==> src/hdl/edv_pkg.sv <==
`timescale 1ns / 1ps

package edv_pkg;

  localparam int DividendBits = 36;
  localparam int DivisorBits  = 32;
  localparam int DivSteps     = DividendBits;
  localparam int StepCntBits  = $clog2(DivSteps + 1);
  localparam int DeltaBits    = 18;
  localparam int MagBits      = 17;
  localparam int TotalBits    = 32;
  localparam int VelBits      = 40;
  localparam int CfgIdxBits   = 2;

  localparam logic [19:0] UsecPerSec = 20'd1000000;

  typedef enum logic [CfgIdxBits-1:0] {
    CFG_AUTORELOAD = 2'd0,
    CFG_REVERSE    = 2'd1
  } cfg_index_e;

  typedef enum logic [2:0] {
    S_IDLE,
    S_MUL,
    S_START,
    S_DIV,
    S_DONE
  } edv_state_e;

  typedef struct packed {
    logic                    start;
    logic [DividendBits-1:0] dividend;
    logic [DivisorBits-1:0]  divisor;
  } div_cmd_t;

  typedef struct packed {
    logic busy;
    logic done;
  } div_stat_t;

endpackage

==> src/hdl/encoder_delta_velocity_unit.sv <==
`timescale 1ns / 1ps

// Encoder delta/velocity unit. Each input word is one sample of an up/down encoder
// timer (count, counting-down flag, microseconds since the last sample). The unit
// resolves counter wraps with period autoreload+1, applies the reverse setting,
// keeps a wrapping 32-bit tick total and reports velocity in ticks per second as
// delta*1000000/elapsed truncated toward zero (elapsed 0 counts as 1). One sample
// is in flight at a time and passes through the multiply step, the 36-step
// bit-serial divider and the load step into the output register. A new
// sample is taken as soon as the previous one has reached the output register,
// even if that result has not been taken yet. Write configuration only when idle.
module encoder_delta_velocity_unit #(
  parameter int COUNTER_BITS = 16
) (
  input  logic        clk_i,
  input  logic        rst_ni,
  // configuration write channel
  input  logic        cfg_valid_i,
  output logic        cfg_ready_o,
  input  logic [1:0]  cfg_index_i,
  input  logic [15:0] cfg_data_i,
  // sample input
  input  logic        s_axis_tvalid,
  output logic        s_axis_tready,
  input  logic [55:0] s_axis_tdata,  // counter_value[15:0], counting_down[16],
                                     // elapsed_us[48:17], zero[55:49]
  // result output
  output logic        m_axis_tvalid,
  input  logic        m_axis_tready,
  output logic [95:0] m_axis_tdata   // tick_delta[17:0], tick_total[49:18],
                                     // velocity[89:50], zero[95:90]
);
  import edv_pkg::*;

  edv_state_e state_q, state_d;

  logic                        accept, cfg_we;
  logic                        mul_en, div_start, out_load;
  logic signed [DeltaBits-1:0] delta;
  logic signed [TotalBits-1:0] total;
  logic [DivisorBits-1:0]      elapsed_q;
  logic [DividendBits-1:0]     product_q;
  logic [MagBits-1:0]          mag;
  logic [36:0]                 product_full;
  logic                        neg;
  div_cmd_t                    div_cmd;
  div_stat_t                   div_stat;
  logic [DividendBits-1:0]     quotient;
  logic [VelBits-1:0]          vel;

  logic                        out_valid_q;
  logic [DeltaBits-1:0]        out_delta_q;
  logic [TotalBits-1:0]        out_total_q;
  logic [VelBits-1:0]          out_vel_q;

  assign cfg_ready_o = 1'b1;
  assign cfg_we      = cfg_valid_i & cfg_ready_o;
  assign accept      = s_axis_tvalid & s_axis_tready;

  edv_tick_unit #(
    .COUNTER_BITS(COUNTER_BITS)
  ) u_tick (
    .clk_i          (clk_i),
    .rst_ni         (rst_ni),
    .cfg_we_i       (cfg_we),
    .cfg_index_i    (cfg_index_i),
    .cfg_data_i     (cfg_data_i),
    .sample_we_i    (accept),
    .counter_value_i(s_axis_tdata[15:0]),
    .counting_down_i(s_axis_tdata[16]),
    .delta_o        (delta),
    .total_o        (total)
  );

  // next state
  always_comb begin
    state_d = state_q;
    case (state_q)
      S_IDLE:  if (accept) state_d = S_MUL;
      S_MUL:   state_d = S_START;
      S_START: state_d = S_DIV;
      S_DIV:   if (div_stat.done) state_d = S_DONE;
      S_DONE:  if (!out_valid_q || m_axis_tready) state_d = S_IDLE;
      default: state_d = S_IDLE;
    endcase
  end

  // control outputs
  always_comb begin
    s_axis_tready = 1'b0;
    mul_en        = 1'b0;
    div_start     = 1'b0;
    out_load      = 1'b0;
    case (state_q)
      S_IDLE:  s_axis_tready = 1'b1;
      S_MUL:   mul_en        = 1'b1;
      S_START: div_start     = 1'b1;
      S_DONE:  out_load      = !out_valid_q || m_axis_tready;
      default: ;
    endcase
  end

  always_comb begin
    neg          = delta[DeltaBits-1];
    mag          = neg ? MagBits'(-delta) : MagBits'(delta);
    product_full = mag * UsecPerSec;
    div_cmd.start    = div_start;
    div_cmd.dividend = product_q;
    div_cmd.divisor  = elapsed_q;
    vel = neg ? -{{(VelBits-DividendBits){1'b0}}, quotient}
              :  {{(VelBits-DividendBits){1'b0}}, quotient};
  end

  edv_serial_div u_div (
    .clk_i     (clk_i),
    .rst_ni    (rst_ni),
    .cmd_i     (div_cmd),
    .stat_o    (div_stat),
    .quotient_o(quotient)
  );

  always_ff @(posedge clk_i or negedge rst_ni) begin
    if (!rst_ni) begin
      state_q     <= S_IDLE;
      out_valid_q <= 1'b0;
    end else begin
      state_q <= state_d;
      if (out_load) begin
        out_valid_q <= 1'b1;
      end else if (m_axis_tready) begin
        out_valid_q <= 1'b0;
      end
    end
  end

  always_ff @(posedge clk_i) begin
    if (accept) begin
      elapsed_q <= (s_axis_tdata[48:17] == '0) ? 32'd1 : s_axis_tdata[48:17];
    end
    if (mul_en) begin
      // |delta| * 1e6 stays below 2^36
      product_q <= product_full[DividendBits-1:0];
    end
    if (out_load) begin
      out_delta_q <= delta;
      out_total_q <= total;
      out_vel_q   <= vel;
    end
  end

  assign m_axis_tvalid = out_valid_q;
  assign m_axis_tdata  = {6'b0, out_vel_q, out_total_q, out_delta_q};

`ifndef SYNTHESIS
  a_accept_div_idle: assert property (@(posedge clk_i) disable iff (!rst_ni)
    accept |-> !div_stat.busy)
    else $error("sample taken while divider busy");

  a_done_in_div: assert property (@(posedge clk_i) disable iff (!rst_ni)
    div_stat.done |-> (state_q == S_DIV))
    else $error("divider finished outside divide state");

  a_hold_result: assert property (@(posedge clk_i) disable iff (!rst_ni)
    (state_q == S_DONE && out_valid_q && !m_axis_tready) |=> (state_q == S_DONE))
    else $error("result loaded over an untaken word");
`endif

endmodule

==> src/hdl/edv_tick_unit.sv <==
`timescale 1ns / 1ps

module edv_tick_unit #(
  parameter int COUNTER_BITS = 16
) (
  input  logic                            clk_i,
  input  logic                            rst_ni,
  input  logic                            cfg_we_i,
  input  logic [edv_pkg::CfgIdxBits-1:0]  cfg_index_i,
  input  logic [15:0]                     cfg_data_i,
  input  logic                            sample_we_i,
  input  logic [15:0]                     counter_value_i,
  input  logic                            counting_down_i,
  output logic signed [edv_pkg::DeltaBits-1:0] delta_o,
  output logic signed [edv_pkg::TotalBits-1:0] total_o
);
  import edv_pkg::*;

  localparam int KeepBits = (COUNTER_BITS < 16) ? COUNTER_BITS : 16;
  localparam logic [15:0] CountMask = 16'hFFFF >> (16 - KeepBits);

  logic [15:0]                 autoreload_q;
  logic                        reverse_q;
  logic [15:0]                 prev_q;
  logic signed [TotalBits-1:0] total_q, total_d;
  logic [15:0]                 now;
  logic signed [DeltaBits-1:0] diff, period, delta_raw, delta_d;

  always_comb begin
    now       = counter_value_i & CountMask;
    diff      = $signed({2'b00, now}) - $signed({2'b00, prev_q});
    period    = $signed({2'b00, autoreload_q}) + 18'sd1;
    delta_raw = '0;
    if (now > prev_q) begin
      delta_raw = counting_down_i ? (diff - period) : diff;
    end else if (now < prev_q) begin
      delta_raw = counting_down_i ? diff : (diff + period);
    end
    delta_d = reverse_q ? -delta_raw : delta_raw;
    total_d = total_q + TotalBits'(delta_d);
  end

  always_ff @(posedge clk_i or negedge rst_ni) begin
    if (!rst_ni) begin
      autoreload_q <= 16'hFFFF;
      reverse_q    <= 1'b0;
      prev_q       <= '0;
      total_q      <= '0;
      delta_o      <= '0;
    end else begin
      if (cfg_we_i) begin
        case (cfg_index_i)
          CFG_AUTORELOAD: autoreload_q <= cfg_data_i;
          CFG_REVERSE:    reverse_q    <= cfg_data_i[0];
          default: ;
        endcase
      end
      if (sample_we_i) begin
        prev_q  <= now;
        total_q <= total_d;
        delta_o <= delta_d;
      end
    end
  end

  assign total_o = total_q;

endmodule

==> src/hdl/edv_serial_div.sv <==
`timescale 1ns / 1ps

// restoring divider, one quotient bit per cycle
module edv_serial_div (
  input  logic                              clk_i,
  input  logic                              rst_ni,
  input  edv_pkg::div_cmd_t                 cmd_i,
  output edv_pkg::div_stat_t                stat_o,
  output logic [edv_pkg::DividendBits-1:0]  quotient_o
);
  import edv_pkg::*;

  logic [StepCntBits-1:0]  cnt_q;
  logic                    done_q;
  logic [DivisorBits-1:0]  rem_q;
  logic [DivisorBits-1:0]  dsr_q;
  logic [DividendBits-1:0] quo_q;
  logic [DivisorBits:0]    trial, trial_sub;
  logic                    ge;

  always_comb begin
    trial     = {rem_q, quo_q[DividendBits-1]};
    trial_sub = trial - {1'b0, dsr_q};
    ge        = trial >= {1'b0, dsr_q};
  end

  always_ff @(posedge clk_i or negedge rst_ni) begin
    if (!rst_ni) begin
      cnt_q  <= '0;
      done_q <= 1'b0;
    end else begin
      done_q <= 1'b0;
      if (cmd_i.start) begin
        cnt_q <= StepCntBits'(DivSteps);
      end else if (cnt_q != '0) begin
        cnt_q <= cnt_q - 1'b1;
        if (cnt_q == StepCntBits'(1)) begin
          done_q <= 1'b1;
        end
      end
    end
  end

  always_ff @(posedge clk_i) begin
    if (cmd_i.start) begin
      rem_q <= '0;
      dsr_q <= cmd_i.divisor;
      quo_q <= cmd_i.dividend;
    end else if (cnt_q != '0) begin
      // remainder stays below the divisor, so the top trial bit drops out
      rem_q <= ge ? trial_sub[DivisorBits-1:0] : trial[DivisorBits-1:0];
      quo_q <= {quo_q[DividendBits-2:0], ge};
    end
  end

  assign stat_o.busy = (cnt_q != '0);
  assign stat_o.done = done_q;
  assign quotient_o  = quo_q;

endmodule

==> config.mk <==
export PLATFORM = sky130hd
export DESIGN_NAME = encoder_delta_velocity_unit
export DESIGN_NICKNAME = d
export VERILOG_FILES = /design/src/hdl/edv_pkg.sv /design/src/hdl/encoder_delta_velocity_unit.sv /design/src/hdl/edv_tick_unit.sv /design/src/hdl/edv_serial_div.sv
export SDC_FILE = /design/constraint.sdc
export NUM_CORES = 1
export LEC_CHECK = 0
export BUFFER_PORTS_ARGS = -buffer_cell sky130_fd_sc_hd__buf_2
export CAP_MARGIN = 20
export CORE_MARGIN = 2
export CORE_UTILIZATION = 50
export CTS_CLUSTER_DIAMETER = 30
export DETAILED_ROUTE_END_ITERATION = 10
export GPL_TIMING_DRIVEN = 0
export PLACE_DENSITY_LB_ADDON = 0.25
export SYNTH_ARGS = -nofsm -noshare
export SYNTH_HDL_FRONTEND = slang
export SYNTH_SLANG_ARGS = --single-unit
==> constraint.sdc <==
create_clock -name clk_i -period 8.6 [get_ports clk_i]
set_input_delay 0 -clock clk_i [delete_from_list [all_inputs] [get_ports clk_i]]
set_output_delay 0 -clock clk_i [all_outputs]
set_load 0.05 [all_outputs]
**Yosys cells after proc, flatten, opt, wreduce, memory -nomap -nowiden**

Index checks and enable logic that the tools add are counted.

- Bits in registers: 346
- Latch bits: 0
- Bits in writable memories: 0
- Memory bits (read-only): 0
- Input port bits: 79
- Output and inout port bits: 99
- Memories kept: 0

- $add $sub $neg: 10
- $mul: 1
- Divide/modulo/power cells: 0
- Magnitude comparators: 3
- Equality and inequality tests: 9
- Shift-type cells: 0
- Muxes and demuxes: 25
- Bitwise gates (word level): 1
- Reduce and logical (&&, ||, !) cells: 11

Operators with widths:

| operator | count |
|---|---|
| $mux W36 | 3 |
| $mux W18 | 5 |
| $neg A36 Y40 | 1 |
| $ge A33 B32 Y1 | 1 |
| $add A32 B18 Y32 | 1 |
| $logic_not A32 Y1 | 1 |
| $mux W32 | 1 |
| $sub A32 B32 Y32 | 1 |
| $mul A17 B14 Y30 const B | 1 |
| $add A18 B18 Y18 | 1 |
| $neg A18 Y18 | 1 |
| $sub A18 B18 Y18 | 1 |
| $add A16 B1 Y17 const B | 1 |
| $mux W17 | 1 |
| $neg A17 Y17 | 1 |
| $sub A16 B16 Y17 | 1 |
| $gt A16 B16 Y1 | 1 |
| $lt A16 B16 Y1 | 1 |
| $pmux W3 S5 | 1 |
| $mux W6 | 2 |
| $mux W1 | 9 |
| $mux W3 | 3 |
| $eq A3 B2 Y1 const B | 2 |
| $eq A6 B1 Y1 const B | 1 |
| 15 further kinds | 18 |

**Depth between registers and ports, before layout**

Gate-level depths: netlist of the first run.

- Depth in word-level cells: 8
- Gate-level depth with buffers: 35

**Modules after synthesis**

Synthesis of the first run repeated with hierarchy kept, for this count alone.

- Cell total of the unflattened synthesis: 2418
- Area, all modules: 24666.2 um2

By module, submodules not included:

| module | times used | cells each | area each (um2) |
|---|---|---|---|
| encoder_delta_velocity_unit | 1 | 835 | 10058.4 |
| edv_tick_unit | 1 | 1009 | 8538.2 |
| edv_serial_div | 1 | 574 | 6069.6 |

**Worst setup path after synthesis of the first run**

OpenSTA, ideal clock, no wires.

- Path kind: register to register
- From: reg u_tick.prev_q[1]
- To: reg u_tick.total_q[30] (netlist: u_tick.total_o[30])
- Setup time: 95 ps
- Arrival time: 6764 ps
- Required time: 8505 ps
- Setup slack: 1740 ps
- Cell stages (with the launch flop): 30
- Buffers on the path: 1
- Clock period less this slack: 6860 ps
- Path through: dfrtp_1 > inv_1 > ha_1 > nor2b_4 > o2111a_2 > or4_1 > and2_1 > ha_1 > clkbuf_1 > nor3b_1 > nor3_1 > o21ai_0 > a21o_1 > a21oi_1 > mux4_2 > a211oi_2 > nand4_1 > o21ai_0 > xnor2_1 > ha_1 > and3_1 > a221o_1 > a21o_1 > a31o_2 > a31o_2 > a211o_1 > a21o_1 > o311a_1 > o21a_1 > o31ai_1

- Cells in the longest elaborated chain, start to end: 8

RTL lines:

| item | line | text |
|---|---|---|
| start, declared | edv_tick_unit.sv:24 | `logic [15:0] prev_q;` |
| start signal, assigned | edv_tick_unit.sv:59 | `prev_q <= now;` |
| $sub A16 B16 Y17 | edv_tick_unit.sv:31 | `diff = $signed({2'b00, now}) - $signed({2'b00, prev_q});` |
| $add A18 B18 Y18 | edv_tick_unit.sv:37 | `delta_raw = counting_down_i ? diff : (diff + period);` |
| $mux W18 | edv_tick_unit.sv:37 |  |
| $mux W18 | edv_tick_unit.sv:36 | `end else if (now < prev_q) begin` |
| $mux W18 * | edv_tick_unit.sv:34 | `if (now > prev_q) begin` |
| $neg A18 Y18 | edv_tick_unit.sv:39 | `delta_d = reverse_q ? -delta_raw : delta_raw;` |
| $mux W18 * | edv_tick_unit.sv:39 |  |
| net u_tick.delta_d[12] | edv_tick_unit.sv:27 | `logic signed [DeltaBits-1:0] diff, period, delta_raw, delta_d;` |
| $add A32 B18 Y32 * | edv_tick_unit.sv:40 | `total_d = total_q + TotalBits'(delta_d);` |
| end signal, assigned | edv_tick_unit.sv:60 | `total_q <= total_d;` |
| end, declared | edv_tick_unit.sv:25 | `logic signed [TotalBits-1:0] total_q, total_d;` |

The timed path passes the listed nets; every way through them passes the cells marked *.
A chain may end at the register's enable or synchronous reset.

**Worst setup path after layout of the first run**

- From: reg u_tick.prev_q[0]
- To: reg u_tick.total_q[30] (netlist: u_tick.total_o[30])

The elaborated chain is that of the path after synthesis.

==> results of run 1 <==
## layout by cell type (no fill, tap or decap), types with 14 or more instances in the layout
master / count
nand2_1: 299
ha_1: 222
edfxtp_1: 220
inv_1: 201
buf_2: 170
o21ai_0: 145
a21oi_1: 126
xnor2_1: 125
nor2_1: 107
clkbuf_1: 86
clkbuf_16: 80
dlygate4sd3_1: 78
dfrtp_1: 78
fa_1: 65
xor2_1: 57
a21o_1: 52
nand3_1: 35
dfxtp_1: 32
nand2b_1: 31
and3_1: 27
o31ai_1: 27
nor3_1: 25
or3_1: 24
a211oi_1: 22
nor4_1: 22
mux2_2: 22
nand4_1: 20
o21a_1: 19
o21bai_1: 18
nor2b_1: 17
clkinv_2: 16
dfstp_2: 16
a31oi_1: 14
## per-stage QoR
step / std cells / util (%) / setup WS, ps / instance area (sq um)
global route: 3423 / 61.56 / 13.68 / 29210
finish: 3423 / 61.56 / 536.7 / 29210
CTS: 3419 / 61.35 / 170.4 / 29110
global placement: 3188 / 53.75 / 232.1 / 25500
floorplan: 2410 / - / 1740 / 23920
detailed placement: 3196 / 54.10 / 5.934 / 25670
## how the worst max path moves through the flow
stage / cells past startpoint / slack, ps / to
2_1_floorplan: 29 / 1740 / u_tick.total_o[30]$_DFFE_PN0P_
5_1_grt: 30 / 10 / u_tick.total_o[31]$_DFFE_PN0P_
3_3_place_gp: 30 / 230 / u_tick.total_o[31]$_DFFE_PN0P_
3_5_place_dp: 30 / 6 / u_tick.total_o[31]$_DFFE_PN0P_
6_report: 29 / 540 / u_tick.total_o[30]$_DFFE_PN0P_
4_1_cts: 30 / 170 / u_tick.total_o[31]$_DFFE_PN0P_
## cell families (layout without fill, tap and decap cells)
| family | after synthesis | in the layout | synth area share, % |
|---|---|---|---|
| multiplexers | 33 | 33 | 1.623 |
| AO/OA/AOI/OAI | 556 | 556 | 15.38 |
| XOR/XNOR | 185 | 185 | 6.780 |
| adder cells (fa/ha/maj) | 287 | 287 | 17.07 |
| flip-flops | 346 | 346 | 40.25 |
| buffers and inverters | 317 | 715 | 5.168 |
| AND/OR/NAND/NOR | 679 | 679 | 13.70 |
| other | 2 | 7 | 0.03143 |
## synthesized netlist by cell type, types with 24 or more instances
master / number / area, sq um
nand2b_1: 31 / 193.9
xor2_1: 58 / 508.0
or3_1: 24 / 150.1
nand3_1: 35 / 175.2
fa_1: 65 / 1301
o31ai_1: 27 / 202.7
dfxtp_1: 32 / 640.6
a21o_1: 52 / 390.4
a21oi_1: 126 / 630.6
ha_1: 222 / 2778
and3_1: 28 / 175.2
clkbuf_1: 86 / 322.8
edfxtp_1: 220 / 6606
xnor2_1: 127 / 1112
nor3_1: 25 / 125.1
nand2_1: 299 / 1122
o21ai_0: 145 / 725.7
dfrtp_1: 78 / 1952
nor2_1: 107 / 401.6
inv_1: 201 / 754.5
## state kept, by name, indices dropped and copies added, names as in the netlist
signal,cells
out_vel_q,40
out_total_q,32
u_tick.total_o,32
u_div.rem_q,32
product_q,30
u_div.cnt_q,6
state_q,3
u_div.quotient_o,36
u_div.dsr_q,32
u_tick.prev_q,16
u_tick.delta_o,18
out_delta_q,18
m_axis_tvalid,1
u_div.done_q,1
u_tick.reverse_q,1
u_tick.autoreload_q,16
elapsed_q,32
## what timing repair did
action / 4_1_cts / 5_1_grt
hold buffers: 78 / 0
setup endpoints to repair: 1 / 2
hold endpoints to repair: 162 / 0
pin swaps: 0 / 0
gates resized for setup: 1 / 8
## worst max-delay path, delay by kind of cell (launching register included)
| family | cells | cell delay (ps) |
|---|---|---|
| and+or+nand+nor | 5 | 1050 |
| AOI/OAI and AO/OA | 18 | 4470 |
| DFF | 1 | 380 |
| buffers and inverters | 1 | 240 |
| xor gates and xnor gates | 1 | 270 |
| adders and majority gates | 4 | 1540 |
## per-layer routing
metal / GRT usage, % / up-vias / wire length (um)
li1: - / 9269 / -
met1: 30.97 / 9172 / 26020
met2: 41.62 / 512 / 29130
met3: 4.589 / 144 / 3127
met4: 10.82 / 0 / 2335
met5: 0 / - / 0
## layout make-up
class                   instances  share of cell area (%)
plain buffers                 112                   1.602
clock buffers                  82                   6.915
clock inverters                63                   2.198
inverters                     205                   2.635
multi-input cells            1747                   44.93
flip-flops and latches        346                   32.94
well taps                     615                   2.635
repair buffers                253                   6.152
==> results.json, run 1 <==
{
  "finalCritPeriodShare_pct": 93.76,
  "slowest_stage": "a211oi_1",
  "setup.worst_path.start_class": "flop",
  "syn2layout_area_growth_pct": 22.21,
  "setup_viol": 0,
  "synth-edff-count": 220,
  "antenna_found_initial": 0,
  "totalWireLength_um": 60610,
  "dp_hpwl_um": 44570,
  "max_slew.worst_pin.slew_ps": 1111,
  "nNetsFinal": 3109,
  "cts.reportedPaths.clkPinSlew_ps": 50,
  "coreArea_sq_um": 47450,
  "timing.rr.end": "u_tick.total_o[30]$_DFFE_PN0P_",
  "startpoint": "u_tick.prev_q[0]$_DFFE_PN0P_",
  "clock_sinks": 346,
  "reg2reg_slack_ps": 540,
  "h-tree-depth": 3,
  "cts_setup_buffers": 0,
  "timing.slew.headroom_pct": 25.23,
  "grt_max_degree": 58,
  "io_pins": 178,
  "tns_ps": 0,
  "syn_area_sq_um": 23900,
  "multi_input_area_sq_um": 13120,
  "yosysUniqueCellTypes": 95,
  "cts_buffer_depth": 3,
  "grt_pass1_wl_um": 98040,
  "grt.total_usage_pct": 24.67,
  "timing.hold.ws_ps": 84.52,
  "ys_seq_area_share_pct": 40.25,
  "drtAntennaViolNets": 0,
  "yosys_most_used_dff": "edfxtp_1",
  "synth_cells": 2405,
  "synth_area_per_cell_sq_um": 9.937,
  "end_kind": "flop",
  "dieHeight_um": 222.6,
  "max_stage_delay_ps": 460,
  "worstRegToRegCells": 29,
  "hold_violations": 0,
  "clock-root-buffer": "clkbuf_16",
  "drt_first_pass_iters": 6,
  "yosys_warnings": 0,
  "drv_cap": 0,
  "synth_seq_cells": 346,
  "vias_per_cell": 5.579,
  "dieWidth_um": 222.6,
  "path_class": "reg2reg",
  "die_area_sq_um": 49560,
  "numCtsBuffers": 78,
  "arrival_ps": 8570,
  "first_iter_violations": 1130,
  "r2r-start": "u_tick.prev_q[0]$_DFFE_PN0P_",
  "status": "finished, final reports clean",
  "start_util_pct": 50.37,
  "skew_ps": 28.90,
  "async_reset_ff_share_pct": 27.17,
  "tritoncts": "done",
  "fillers": 3926,
  "io_buffers": 163,
  "rsz0062_at_grt": "no",
  "drv_slew": 0,
  "overflow": 0,
  "crit_required_ps": 9110,
  "wl_per_cell_um": 17.71,
  "clk_latency_ps": 610,
  "fin_crit_ps": 8063,
  "hold_class": "in2async",
  "routed-via-count": 19100,
  "max_freq_mhz": 124.0,
  "path_max_fanout": 17,
  "area.sequential_sq_um": 9619,
  "grt_pass1_vias": 19290,
  "routabilityCongestion": 0.9186,
  "num_rows": 80,
  "route.detailed.drc": 0,
  "drive_gt1_share_pct": 14.89,
  "diodes": 0
}
Power of run 1 is not shown: default switching activity piles up to over one toggle a cycle in this logic, so the estimate is an artifact.
==> inputs of run 2 (changes only) <==
--- a/config.mk
+++ b/config.mk
@@ -8,7 +8,7 @@
 export BUFFER_PORTS_ARGS = -buffer_cell sky130_fd_sc_hd__buf_2
 export CAP_MARGIN = 20
 export CORE_MARGIN = 2
-export CORE_UTILIZATION = 50
+export CORE_UTILIZATION = 55
 export CTS_CLUSTER_DIAMETER = 30
 export DETAILED_ROUTE_END_ITERATION = 10
 export GPL_TIMING_DRIVEN = 0
==> constraint.sdc (replaced) <==
create_clock -name clk_i -period 9.9 [get_ports clk_i]
set_input_delay 0 -clock clk_i [delete_from_list [all_inputs] [get_ports clk_i]]
set_output_delay 0 -clock clk_i [all_outputs]
set_load 0.05 [all_outputs]
==> run 2 against run 1 <==
Compared with the run above: flip-flop and latch count unchanged; clock skew up 2.1 ps; worst hold slack better by 88 ps; core utilization up 5.7 points; critical path depth up 1; sequential share of layout area up 0.34 points; via count up 0.75%; global-route usage up 3.0 points; final cell count down 1.2%; wire length up 1.1%.
==> results.json, run 2 (synthesized netlist as in run 1, its figures left out) <==
{
  "numCtsBuffers": 72,
  "grt.total_usage_pct": 27.67,
  "routed-via-count": 19240,
  "fin_crit_ps": 8485,
  "hold_violations": 0,
  "path_max_fanout": 10,
  "dieWidth_um": 212.5,
  "status": "finished, final reports clean",
  "rsz0062_at_grt": "no",
  "drive_gt1_share_pct": 14.10,
  "io_buffers": 163,
  "dieHeight_um": 212.5,
  "die_area_sq_um": 45140,
  "syn2layout_area_growth_pct": 20.96,
  "multi_input_area_sq_um": 13070,
  "crit_required_ps": 10370,
  "area.sequential_sq_um": 9619,
  "antenna_found_initial": 3,
  "clk_latency_ps": 600,
  "tns_ps": 0,
  "cts_buffer_depth": 3,
  "drtAntennaViolNets": 0,
  "routabilityCongestion": 0.8997,
  "nNetsFinal": 3101,
  "route.detailed.drc": 0,
  "coreArea_sq_um": 42980,
  "cts.reportedPaths.clkPinSlew_ps": 50,
  "grt_max_degree": 68,
  "first_iter_violations": 1114,
  "cts_setup_buffers": 0,
  "largest_register": "out_vel_q",
  "num_rows": 76,
  "grt_pass1_wl_um": 98600,
  "tritoncts": "done",
  "arrival_ps": 8960,
  "setup_viol": 0,
  "io_pins": 178,
  "drt_first_pass_iters": 7,
  "max_freq_mhz": 117.9,
  "clock-root-buffer": "clkbuf_16",
  "largest_register_ffs": 40,
  "path_class": "reg2reg",
  "layout_commonest_cell": "nand2_1",
  "drv_cap": 0,
  "clock_sinks": 346,
  "totalWireLength_um": 61250,
  "skew_ps": 31.00,
  "mostFrequentLayoutCells": "nand2_1, ha_1, edfxtp_1",
  "wl_per_cell_um": 18.11,
  "fillers": 3341,
  "setup.worst_path.start_class": "flop",
  "drv_slew": 0,
  "max_stage_delay_ps": 740,
  "crit_top_cell": "ha_1",
  "vias_per_cell": 5.689,
  "timing.slew.headroom_pct": 27.56,
  "overflow": 0,
  "dp_hpwl_um": 44200,
  "grt_pass1_vias": 19630,
  "h-tree-depth": 3,
  "start_util_pct": 55.60,
  "slowest_stage": "a21boi_0",
  "finalCritPeriodShare_pct": 85.70,
  "max_slew.worst_pin.slew_ps": 1084,
  "hold_class": "in2reg",
  "end_kind": "flop"
}
[run 2: cell types whose count changed in the layout (fill, tap and decap cells not counted), moves of 2 or more]
cell / before / now
clkbuf_16: 80 / 73
clkbuf_1: 86 / 92
xnor2_1: 125 / 127
inv_6: 4 / 7
inv_8: 3 / 0
xnor2_2: 2 / 0
bufinv_16: 7 / 9
clkinv_2: 16 / 7
diode_2: 0 / 3
[run 2: layout make-up]
type	instances	share of cell area, %
Antenna cell	3	0.02597
Buffer	112	1.619
Clock buffer	81	6.458
Clock inverter	52	2.121
Inverter	205	2.662
Multi-Input combinational cell	1747	45.22
Sequential cell	346	33.28
Tap cell	585	2.532
Timing Repair Buffer	251	6.086
[run 2: critical path, delay by kind of cell, from the launching register on]
family | cells | cell delay, ps
xor gates and xnor gates | 2 | 450
AOI/OAI and AO/OA | 12 | 3830
muxes | 2 | 660
buffers and inverters | 1 | 220
DFF | 1 | 340
adders and majority gates | 4 | 1360
and+or+nand+nor | 9 | 1500
[run 2: path summary, 6_finish.rpt]
path | startpoint | to | slack, ps | cells after the start
max | u_tick.prev_q[0]$_DFFE_PN0P_ | u_tick.total_o[31]$_DFFE_PN0P_ | 1420 | 30
min | cfg_data_i[10] | u_tick.autoreload_q[10]$_DFFE_PN1P_ | 170 | 3
max reg2reg | u_tick.prev_q[0]$_DFFE_PN0P_ | u_tick.total_o[31]$_DFFE_PN0P_ | 1420 | 30
min reg2reg | elapsed_q[30]$_SDFFCE_PN0P_ | u_div.dsr_q[30]$_DFFE_PP_ | 410 | 0
max in group asynchronous | rst_ni | state_q[1]$_DFFE_PN0P_ | 9030 | 4
min in group asynchronous | rst_ni | u_tick.total_o[19]$_DFFE_PN0P_ | 460 | 4
[run 2: stage by stage]
| stage | area [sq um] | worst slack (ps) | utilization [%] | hold WS (ps) | cells |
|---|---|---|---|---|---|
| finish | 28910 | 1415 | 67.26 | 172.8 | 3382 |
| global route | 28910 | 827.7 | 67.26 | 171.9 | 3382 |
| CTS | 28890 | 1535 | 67.20 | 139.0 | 3377 |
| detailed placement | 25610 | 1618 | 59.59 | -50.00 | 3166 |
| global placement | 25460 | 1795 | 59.25 | 224.2 | 3158 |
| floorplan | 23920 | 3040 | - | -295.6 | 2410 |
[run 2: what timing repair did]
action / in CTS / in global routing
hold endpoints to repair: 146 / 0
resized for setup: 0 / 0
hold buffers: 78 / 0
[run 2: metal layers]
layer  vias up  GRT usage [%]  wire length, um
met5         -              0                0
met4         0          15.38             2909
met3       163          4.830             3182
met2       592          47.31            29730
met1      9248          33.13            25420
li1       9238              -                -
Power of run 2 is left out for the same reason.
